## src/rtl/dcst_pkg.sv

```systemverilog
// Shared codes, widths and types of the delayed call slot table.
package dcst_pkg;

   localparam int unsigned HANDLER_BITS = 16;
   localparam int unsigned PARAM_BITS   = 32;
   localparam int unsigned TICK_IN_BITS = 32;
   localparam int unsigned PROC_BITS    = 8;

   localparam int unsigned MAX_RESULTS   = 16;
   localparam int unsigned FIRE_CNT_BITS = 5;

   localparam int unsigned REQ_DATA_BITS = 128;
   localparam int unsigned RSP_DATA_BITS = 56;

   localparam logic [2:0] OP_ADD        = 3'd0;
   localparam logic [2:0] OP_REMOVE     = 3'd1;
   localparam logic [2:0] OP_REMOVE_ALL = 3'd2;
   localparam logic [2:0] OP_QUERY      = 3'd3;
   localparam logic [2:0] OP_SWEEP      = 3'd4;

   localparam logic [2:0] KIND_ADD     = 3'd0;
   localparam logic [2:0] KIND_REMOVED = 3'd1;
   localparam logic [2:0] KIND_QUERY   = 3'd2;
   localparam logic [2:0] KIND_FIRED   = 3'd3;
   localparam logic [2:0] KIND_NONE    = 3'd4;

   localparam logic [1:0] POL_CLEAR  = 2'd0;
   localparam logic [1:0] POL_CANCEL = 2'd1;

   typedef enum logic [2:0] {
      ST_IDLE = 3'b001,
      ST_SCAN = 3'b010,
      ST_DONE = 3'b100
   } state_type;

endpackage

```

## src/rtl/delayed_call_slot_table.sv

```systemverilog
// Top level of the delayed call slot table: slot storage, scan sequencer and result register.
//
// A table of SLOTS one-shot delayed calls. Add, remove, query and sweep each take one
// transaction; the sequencer accepts it, walks the slot memory slot by slot through its
// single registered read port and shared match/expiry compare, and then posts the result.
// Remove-all skips the walk. A sweep emits one transaction per fired slot (at most 16, in
// slot order), or one none result if no slot fires, and stalls its scan while a further
// fired slot meets a full result register, so a slow result side stretches it. Unknown
// opcodes are accepted and dropped. The request side is ready only while the sequencer is idle.
module delayed_call_slot_table
   import dcst_pkg::*;
#(
   parameter int unsigned SLOTS     = 16,
   parameter int unsigned TICK_BITS = 32
) (
   input  logic                     clock,
   input  logic                     reset,
   input  logic                     req_tvalid,
   output logic                     req_tready,
   // handler_id[15:0], param_tag[47:16], param_compare[48], dup_policy[50:49],
   // delay_ticks[82:51], owner_process[90:83], now_tick[122:91], zero fill above
   input  logic [REQ_DATA_BITS-1:0] req_tdata,
   // opcode[2:0]
   input  logic [2:0]               req_tuser,
   output logic                     rsp_tvalid,
   input  logic                     rsp_tready,
   // ok[0], fired_handler[16:1], fired_param[48:17], zero fill above
   output logic [RSP_DATA_BITS-1:0] rsp_tdata,
   // result_kind[2:0]
   output logic [2:0]               rsp_tuser,
   output logic                     rsp_tlast,
   input  logic                     csr_valid,
   output logic                     csr_ready,
   input  logic                     csr_data
);

   localparam int unsigned IW       = (SLOTS > 1) ? $clog2(SLOTS) : 1;
   localparam int unsigned SW       = (TICK_BITS < TICK_IN_BITS) ? TICK_BITS : TICK_IN_BITS;
   localparam bit          WRAP_FAR = (TICK_BITS > TICK_IN_BITS);

   logic [HANDLER_BITS-1:0] mem_handler [SLOTS];
   logic [PARAM_BITS-1:0]   mem_param   [SLOTS];
   logic [SW-1:0]           mem_start   [SLOTS];
   logic [TICK_IN_BITS-1:0] mem_delay   [SLOTS];
   logic [PROC_BITS-1:0]    mem_process [SLOTS];

   logic [HANDLER_BITS-1:0] rd_handler_ff;
   logic [PARAM_BITS-1:0]   rd_param_ff;
   logic [SW-1:0]           rd_start_ff;
   logic [TICK_IN_BITS-1:0] rd_delay_ff;
   logic [PROC_BITS-1:0]    rd_process_ff;
   logic [IW-1:0]           rd_addr;
   logic                    wr_en;
   logic [IW-1:0]           wr_addr;

   state_type               state_ff, state_in;
   logic [IW-1:0]           idx_ff, idx_in;
   logic [2:0]              op_ff, op_in;
   logic [HANDLER_BITS-1:0] h_ff, h_in;
   logic [PARAM_BITS-1:0]   tag_ff, tag_in;
   logic                    cmp_ff, cmp_in;
   logic [1:0]              pol_ff, pol_in;
   logic [TICK_IN_BITS-1:0] dly_ff, dly_in;
   logic [PROC_BITS-1:0]    proc_ff, proc_in;
   logic [SW-1:0]           now_ff, now_in;
   logic                    pme_ff, pme_in;
   logic [SLOTS-1:0]        valid_ff, valid_in;
   logic [SLOTS-1:0]        match_ff, match_in;
   logic                    dup_ff, dup_in;
   logic                    free_found_ff, free_found_in;
   logic [IW-1:0]           free_idx_ff, free_idx_in;
   logic                    cand_found_ff, cand_found_in;
   logic [IW-1:0]           cand_idx_ff, cand_idx_in;
   logic                    pend_ff, pend_in;
   logic [HANDLER_BITS-1:0] pend_h_ff, pend_h_in;
   logic [PARAM_BITS-1:0]   pend_p_ff, pend_p_in;
   logic [FIRE_CNT_BITS-1:0] cnt_ff, cnt_in;
   logic                    rsp_valid_ff, rsp_valid_in;
   logic [2:0]              rsp_kind_ff, rsp_kind_in;
   logic                    rsp_ok_ff, rsp_ok_in;
   logic [HANDLER_BITS-1:0] rsp_h_ff, rsp_h_in;
   logic [PARAM_BITS-1:0]   rsp_p_ff, rsp_p_in;
   logic                    rsp_last_ff, rsp_last_in;

   logic                    out_busy;
   logic                    hit;
   logic                    fire;
   logic                    step;
   logic                    last_idx;
   logic [SW:0]             diff;
   logic [TICK_IN_BITS-1:0] elapsed;
   logic                    expired;

   assign req_tready = (state_ff == ST_IDLE);
   assign csr_ready  = 1'b1;
   assign rsp_tvalid = rsp_valid_ff;
   assign rsp_tuser  = rsp_kind_ff;
   assign rsp_tlast  = rsp_last_ff;
   assign rsp_tdata  = {{(RSP_DATA_BITS - PARAM_BITS - HANDLER_BITS - 1){1'b0}},
                        rsp_p_ff, rsp_h_ff, rsp_ok_ff};

   assign out_busy = rsp_valid_ff && !rsp_tready;
   assign last_idx = (idx_ff == IW'(SLOTS - 1));

   // shared match and expiry unit on the slot under the scan index
   assign hit = valid_ff[idx_ff] && (rd_handler_ff == h_ff) &&
                (!cmp_ff || (tag_ff == '0) || (rd_param_ff == tag_ff));
   assign diff    = {1'b0, now_ff} - {1'b0, rd_start_ff};
   assign elapsed = TICK_IN_BITS'(diff[SW-1:0]);
   assign expired = (rd_delay_ff == '0) || (WRAP_FAR && diff[SW]) || (elapsed >= rd_delay_ff);
   assign fire    = (op_ff == OP_SWEEP) && valid_ff[idx_ff] &&
                    (!pme_ff || (rd_process_ff == proc_ff)) && expired;
   assign step    = !(fire && pend_ff && out_busy);

   always_comb begin
      state_in      = state_ff;
      idx_in        = idx_ff;
      op_in         = op_ff;
      h_in          = h_ff;
      tag_in        = tag_ff;
      cmp_in        = cmp_ff;
      pol_in        = pol_ff;
      dly_in        = dly_ff;
      proc_in       = proc_ff;
      now_in        = now_ff;
      pme_in        = pme_ff;
      valid_in      = valid_ff;
      match_in      = match_ff;
      dup_in        = dup_ff;
      free_found_in = free_found_ff;
      free_idx_in   = free_idx_ff;
      cand_found_in = cand_found_ff;
      cand_idx_in   = cand_idx_ff;
      pend_in       = pend_ff;
      pend_h_in     = pend_h_ff;
      pend_p_in     = pend_p_ff;
      cnt_in        = cnt_ff;
      rsp_valid_in  = rsp_valid_ff && !rsp_tready;
      rsp_kind_in   = rsp_kind_ff;
      rsp_ok_in     = rsp_ok_ff;
      rsp_h_in      = rsp_h_ff;
      rsp_p_in      = rsp_p_ff;
      rsp_last_in   = rsp_last_ff;
      rd_addr       = '0;
      wr_en         = 1'b0;
      wr_addr       = free_idx_ff;

      if (csr_valid && csr_ready) begin
         pme_in = csr_data;
      end

      case (state_ff)
         ST_IDLE: begin
            if (req_tvalid) begin
               op_in         = req_tuser;
               h_in          = req_tdata[15:0];
               tag_in        = req_tdata[47:16];
               cmp_in        = req_tdata[48];
               pol_in        = req_tdata[50:49];
               dly_in        = req_tdata[82:51];
               proc_in       = req_tdata[90:83];
               now_in        = req_tdata[91 +: SW];
               idx_in        = '0;
               match_in      = '0;
               dup_in        = 1'b0;
               free_found_in = 1'b0;
               cand_found_in = 1'b0;
               pend_in       = 1'b0;
               cnt_in        = '0;
               if ((req_tuser == OP_ADD) || (req_tuser == OP_REMOVE) ||
                   (req_tuser == OP_QUERY) || (req_tuser == OP_SWEEP)) begin
                  state_in = ST_SCAN;
               end else if (req_tuser == OP_REMOVE_ALL) begin
                  state_in = ST_DONE;
               end
            end
         end
         ST_SCAN: begin
            rd_addr = idx_ff;
            if (step) begin
               if (hit) begin
                  match_in[idx_ff] = 1'b1;
                  dup_in           = 1'b1;
               end
               if (!valid_ff[idx_ff] && !free_found_ff) begin
                  free_found_in = 1'b1;
                  free_idx_in   = idx_ff;
               end
               if ((!valid_ff[idx_ff] || hit) && !cand_found_ff) begin
                  cand_found_in = 1'b1;
                  cand_idx_in   = idx_ff;
               end
               if (fire) begin
                  if (pend_ff) begin
                     rsp_valid_in = 1'b1;
                     rsp_kind_in  = KIND_FIRED;
                     rsp_ok_in    = 1'b0;
                     rsp_h_in     = pend_h_ff;
                     rsp_p_in     = pend_p_ff;
                     rsp_last_in  = 1'b0;
                  end
                  pend_in          = 1'b1;
                  pend_h_in        = rd_handler_ff;
                  pend_p_in        = rd_param_ff;
                  valid_in[idx_ff] = 1'b0;
                  cnt_in           = cnt_ff + 1'b1;
               end
               if (last_idx || (fire && (cnt_ff == FIRE_CNT_BITS'(MAX_RESULTS - 1)))) begin
                  state_in = ST_DONE;
                  rd_addr  = '0;
               end else begin
                  idx_in  = idx_ff + 1'b1;
                  rd_addr = idx_ff + 1'b1;
               end
            end
         end
         ST_DONE: begin
            if (!out_busy) begin
               state_in     = ST_IDLE;
               rsp_valid_in = 1'b1;
               rsp_ok_in    = 1'b0;
               rsp_h_in     = '0;
               rsp_p_in     = '0;
               rsp_last_in  = 1'b1;
               case (op_ff)
                  OP_ADD: begin
                     rsp_kind_in = KIND_ADD;
                     if (h_ff == '0) begin
                        rsp_ok_in = 1'b0;
                     end else if (dup_ff && (pol_ff == POL_CANCEL)) begin
                        rsp_ok_in = 1'b1;
                     end else if (dup_ff && (pol_ff == POL_CLEAR)) begin
                        valid_in              = valid_ff & ~match_ff;
                        valid_in[cand_idx_ff] = 1'b1;
                        wr_en                 = 1'b1;
                        wr_addr               = cand_idx_ff;
                        rsp_ok_in             = 1'b1;
                     end else if (free_found_ff) begin
                        valid_in[free_idx_ff] = 1'b1;
                        wr_en                 = 1'b1;
                        rsp_ok_in             = 1'b1;
                     end
                  end
                  OP_REMOVE: begin
                     rsp_kind_in = KIND_REMOVED;
                     valid_in    = valid_ff & ~match_ff;
                  end
                  OP_REMOVE_ALL: begin
                     rsp_kind_in = KIND_REMOVED;
                     valid_in    = '0;
                  end
                  OP_QUERY: begin
                     rsp_kind_in = KIND_QUERY;
                     rsp_ok_in   = dup_ff;
                  end
                  OP_SWEEP: begin
                     if (pend_ff) begin
                        rsp_kind_in = KIND_FIRED;
                        rsp_h_in    = pend_h_ff;
                        rsp_p_in    = pend_p_ff;
                     end else begin
                        rsp_kind_in = KIND_NONE;
                     end
                  end
                  default: begin
                     rsp_valid_in = 1'b0;
                  end
               endcase
            end
         end
         default: begin
            state_in = ST_IDLE;
         end
      endcase
   end

   always_ff @(posedge clock) begin
      if (wr_en) begin
         mem_handler[wr_addr] <= h_ff;
         mem_param[wr_addr]   <= tag_ff;
         mem_start[wr_addr]   <= now_ff;
         mem_delay[wr_addr]   <= dly_ff;
         mem_process[wr_addr] <= proc_ff;
      end
      rd_handler_ff <= mem_handler[rd_addr];
      rd_param_ff   <= mem_param[rd_addr];
      rd_start_ff   <= mem_start[rd_addr];
      rd_delay_ff   <= mem_delay[rd_addr];
      rd_process_ff <= mem_process[rd_addr];
   end

   always_ff @(posedge clock) begin
      if (reset) begin
         state_ff     <= ST_IDLE;
         valid_ff     <= '0;
         pme_ff       <= 1'b0;
         pend_ff      <= 1'b0;
         rsp_valid_ff <= 1'b0;
      end else begin
         state_ff     <= state_in;
         valid_ff     <= valid_in;
         pme_ff       <= pme_in;
         pend_ff      <= pend_in;
         rsp_valid_ff <= rsp_valid_in;
      end
   end

   always_ff @(posedge clock) begin
      idx_ff        <= idx_in;
      op_ff         <= op_in;
      h_ff          <= h_in;
      tag_ff        <= tag_in;
      cmp_ff        <= cmp_in;
      pol_ff        <= pol_in;
      dly_ff        <= dly_in;
      proc_ff       <= proc_in;
      now_ff        <= now_in;
      match_ff      <= match_in;
      dup_ff        <= dup_in;
      free_found_ff <= free_found_in;
      free_idx_ff   <= free_idx_in;
      cand_found_ff <= cand_found_in;
      cand_idx_ff   <= cand_idx_in;
      pend_h_ff     <= pend_h_in;
      pend_p_ff     <= pend_p_in;
      cnt_ff        <= cnt_in;
      rsp_kind_ff   <= rsp_kind_in;
      rsp_ok_ff     <= rsp_ok_in;
      rsp_h_ff      <= rsp_h_in;
      rsp_p_ff      <= rsp_p_in;
      rsp_last_ff   <= rsp_last_in;
   end

endmodule

```

## config.mk

```make
export PLATFORM = sky130hd
export DESIGN_NAME = delayed_call_slot_table
export DESIGN_NICKNAME = d
export VERILOG_FILES = /design/src/rtl/dcst_pkg.sv /design/src/rtl/delayed_call_slot_table.sv
export SDC_FILE = /design/constraint.sdc
export NUM_CORES = 2
export LEC_CHECK = 0
export BUFFER_PORTS_ARGS = -buffer_cell sky130_fd_sc_hd__buf_2
export CAP_MARGIN = 20
export CORE_ASPECT_RATIO = 0.8
export CORE_MARGIN = 2
export CORE_UTILIZATION = 52
export DETAILED_ROUTE_END_ITERATION = 10
export GPL_TIMING_DRIVEN = 0
export PLACE_DENSITY = 0.71
export SYNTH_ARGS = -nofsm -noshare
export SYNTH_HDL_FRONTEND = slang
export SYNTH_SLANG_ARGS = --single-unit
```

## constraint.sdc

```tcl
create_clock -name clock -period 16.6 [get_ports clock]
set_input_delay 3.32 -clock clock [delete_from_list [all_inputs] [get_ports clock]]
set_output_delay 3.32 -clock clock [all_outputs]
set_load 0.01 [all_outputs]
```

==> metrics.md <==
| Metric | Value |
|---|---|
| 1st-iter DRT viols | 8,947 |
| Cells after DPL | 8,756 |
| CP bufs+invs | 5 |
| Drt drc | 0 |
| Synthesis-to-finish area growth | 14.8% |
| Die Area | 0.180 mm2 |
| Largest vdd supply drop | 0.105 mV |
| Initial antenna violation count | 20 |
| Number of global-route vias before repair | about 56,000 |
| Clock sinks | between 2,000 and 2,500 |
| Total gr overflow | 0 |
| Die width | 474 um |
| Hold WC Path Type | flip-flop to flip-flop |
| Area of the core | around 0.18 mm2 |
| FP Rows | 138 |
| Area of the multi-input gates | 0.0215 mm2 |
| Syn Inst Count | 6,093 |
| Seq. cell area | 0.0684 mm2 |
| Final WS setup | 7.36 ns |
| Setup TNS | 0 ns |
| Tcrit/Tclk final | 55.7% |
| PortBufs | 186 |
| Number of flops mapped to enable cells by yosys | between 2,000 and 2,500 |
| IO Count | 200 |
| Mapped Area | around 0.092 mm2 |
| Yosys warns | 0 |
| Hold_buf cts | 0 |
| Worst Setup SP | now_ff[0] |
| Synth unique cells | 68 |
| Power Dens Cells | 126 mW/mm2 |
| Crit-path slowest cell | o31ai_1 |
| Routed Antenna Nets | 0 |
| Most common cell after layout, fill and taps aside | edfxtp_1 |
| CP Data Arrival Time | roughly 10 ns |
| Post-synth top flop | edfxtp_1 |
| Largest net degree at the start of global routing | 76 |
| Most used routing layer | met2 |
| Reg clk slew, reported paths | 0.06 ns |
| Unrepaired setup endpoints after global routing | no |
| Outcome | complete, no violations |
| Routability cong. | a little over 0.9 |
| Filler cells | 13,000 |
| First-pass GRT wire length | 378,000 um |
| FFs w/ async S/R, synth | 0% |
| Drt pass-1 iters | 8 |
| CTS tree | yes |
| Proportion of layout cells with a drive suffix above 1 | around an eighth |
| Rel. slew slack | about an eighth |
| Util after Layout | 59.9% |
| Mean area per synthesized cell | 15.1 um2 |
| Leakage | approximately 36 nW |
| Vias | 58,500 |
| Max incr delay on CP | 1.15 ns |
| Sequential element share of the synthesized area | about 74% |
| Cts bufs inserted | 213 |
| Vias per inst | around 6.4 |
| Max Fclk | 108 MHz |
| Worst-path fanout max | 17 |
| Met3 Track Usage GR | under 10% |
| Initial Utilization | 52.2% |
| Post-CTS Setup Repair Bufs | 0 |
| Clock root buffer | clkbuf_16 |
| Crit path top cell by count | inv_1 |
| Final Power | 0.0133 W |
| HP Start | rd_handler_ff[0] |
| Clk_lat worst skew | 0.90 ns |
| Setup Viol. Count Final | 0 |
| Hold Vio Cnt, Final | 0 |
| Max Clock Skew | 0.0805 ns |
| Element type at the critical path start | flip-flop |
| Wire per inst | 28.7 um |
| Post-cts sizing count | 0 |
| Most frequent cells in the layout | edfxtp_1 (2,183), and3_1 (722), a211oi_1 (718) |
| Nets | 6,801 |
| Pins Over Slew Limit | 0 |
| Crit path kind | flip-flop to flip-flop |
| Critical Path Sink Type | flip-flop |
| Met2 Resource Use GR | 41.8% |
| #FFs+latches synth | approximately 2,300 |
| Max Cap Violations | 0 |
| Htree depth | 4 |
| Dpl ws | 7.63 ns |
| Clock buffer depth | 3 |
| GRT Total Usage | 28.7% |
| Met1 GRT Util | 41.6% |
| Non-Filler Instances | roughly 9,200 |
| Worst path required time | between 15 and 20 ns |
| Die Span Y | between 300 and 400 um |
| Dpl hpwl | 178,000 um |
| Reg-to-reg startpoint | now_ff[0] |
| Total Wirelength | 263,000 um |
| Post-layout min period | 9.24 ns |
| Actual slew at the worst max-slew pin | 1.31 ns |
| Cell family with most CP delay | compound AO/OA/AOI/OAI gates |
-- cell type report --
type                       count  area share, %
antenna                       17         0.0403
buffer                       470           1.92
clock buffer                 279           5.51
clock inverter               127           1.61
inverter                      87          0.316
multi-input combinational   3217           20.3
sequential                  2325           64.7
tap                         2380           2.82
timing repair buffer         280           2.71
-- worst paths after layout --
check                    endpoint  cells past startpoint  slack (ns)
hold / removal       pend_h_ff[0]                      0        0.46
hold reg to reg      pend_h_ff[0]                      0        0.46
setup / recovery  rd_start_ff[29]                     26        7.36
setup reg to reg  rd_start_ff[29]                     26        7.36
-- worst register-to-register path, cell delays in order (launching register included) --
cell and delay [ns]:
edfxtp_1 0.59, inv_1 0.13, ha_1 0.25, inv_1 0.08
fa_1 0.41, a21o_1 0.19, a21oi_1 0.22, nor2b_1 0.11
o211ai_1 0.23, a31oi_1 0.12, o22ai_1 0.45, o21a_1 0.29
o21bai_1 0.13, mux2i_1 0.14, a2111oi_0 0.49, ha_1 0.24
nand4_1 0.14, nor3_1 0.44, inv_1 0.08, o221ai_1 0.28
a41o_1 0.46, nand3_1 0.41, o31ai_1 1.16, buf_2 0.67
clkbuf_1 0.58, o21ai_0 0.40, and4_1 0.40
-- routing by layer --
layer | vias to the layer above | wire length [um]
li1 | 25200 | -
met1 | 29100 | 105000
met3 | 460 | 33300
met4 | 0 | 9260
met2 | 3744 | 115000
met5 | - | 0
-- through the flow --
step / cell area (um2) / hold WS [ns]
3_5_place_dp: 98100 / 0.438
5_1_grt: 106000 / 0.466
6_report: 106000 / 0.457
2_1_floorplan: 92100 / 0.428
4_1_cts: 106000 / 0.452
3_3_place_gp: 96000 / 0.437
-- state kept, by name (all words and copies together), names as in the netlist, 128 cells and up --
name,cells
mem_handler,256
mem_process,128
mem_start,512
mem_delay,512
mem_param,512
-- synthesized netlist by cell type, types with 9 or more instances --
cell | count | area (um2)
buf_4 | 22 | 165
a21oi_1 | 121 | 606
a22oi_1 | 11 | 82.6
a211o_1 | 10 | 87.6
nand3_1 | 25 | 125
clkbuf_1 | 311 | 1170
nand2b_1 | 12 | 75.1
nor2_1 | 102 | 383
and3_1 | 722 | 4520
ha_1 | 69 | 863
buf_2 | 115 | 576
a32oi_1 | 116 | 1020
dfxtp_1 | 142 | 2840
nand4_1 | 22 | 138
xnor2_1 | 63 | 552
edfxtp_1 | 2183 | 65600
a31oi_1 | 9 | 56.3
nor3_1 | 15 | 75.1
mux2i_1 | 128 | 1280
xor2_1 | 22 | 193
o31ai_1 | 15 | 113
nor4_1 | 27 | 169
a21o_1 | 12 | 90.1
and4_1 | 118 | 1030
o21a_1 | 15 | 113
o21ai_0 | 414 | 2070
buf_1 | 19 | 71.3
inv_1 | 86 | 323
a211oi_1 | 718 | 5390
nor2b_1 | 64 | 400
nand2_1 | 293 | 1100
-- power breakdown --
group / internal [W] / switching (W) / leakage [nW]
registers: 0.00676 / 0.000360 / 20.9
clock network: 0.00296 / 0.00225 / 3.64
logic: 0.000331 / 0.000663 / 11.2
total: 0.0101 / 0.00327 / 35.8
-- kinds of logic (layout without fill, tap and decap cells) --
group	after synthesis	count (layout)	synth area share (%)
flip-flops	2325	2325	74.3
AO/OA/AOI/OAI	1493	1493	10.9
AND/OR/NAND/NOR	1429	1429	8.94
buffers and inverters	557	1243	2.54
multiplexers	132	132	1.49
XOR/XNOR	85	85	0.809
adder cells (fa/ha/maj)	70	70	0.960
other	2	25	0.00816
Note: power is estimated with default switching activity, not from simulation.
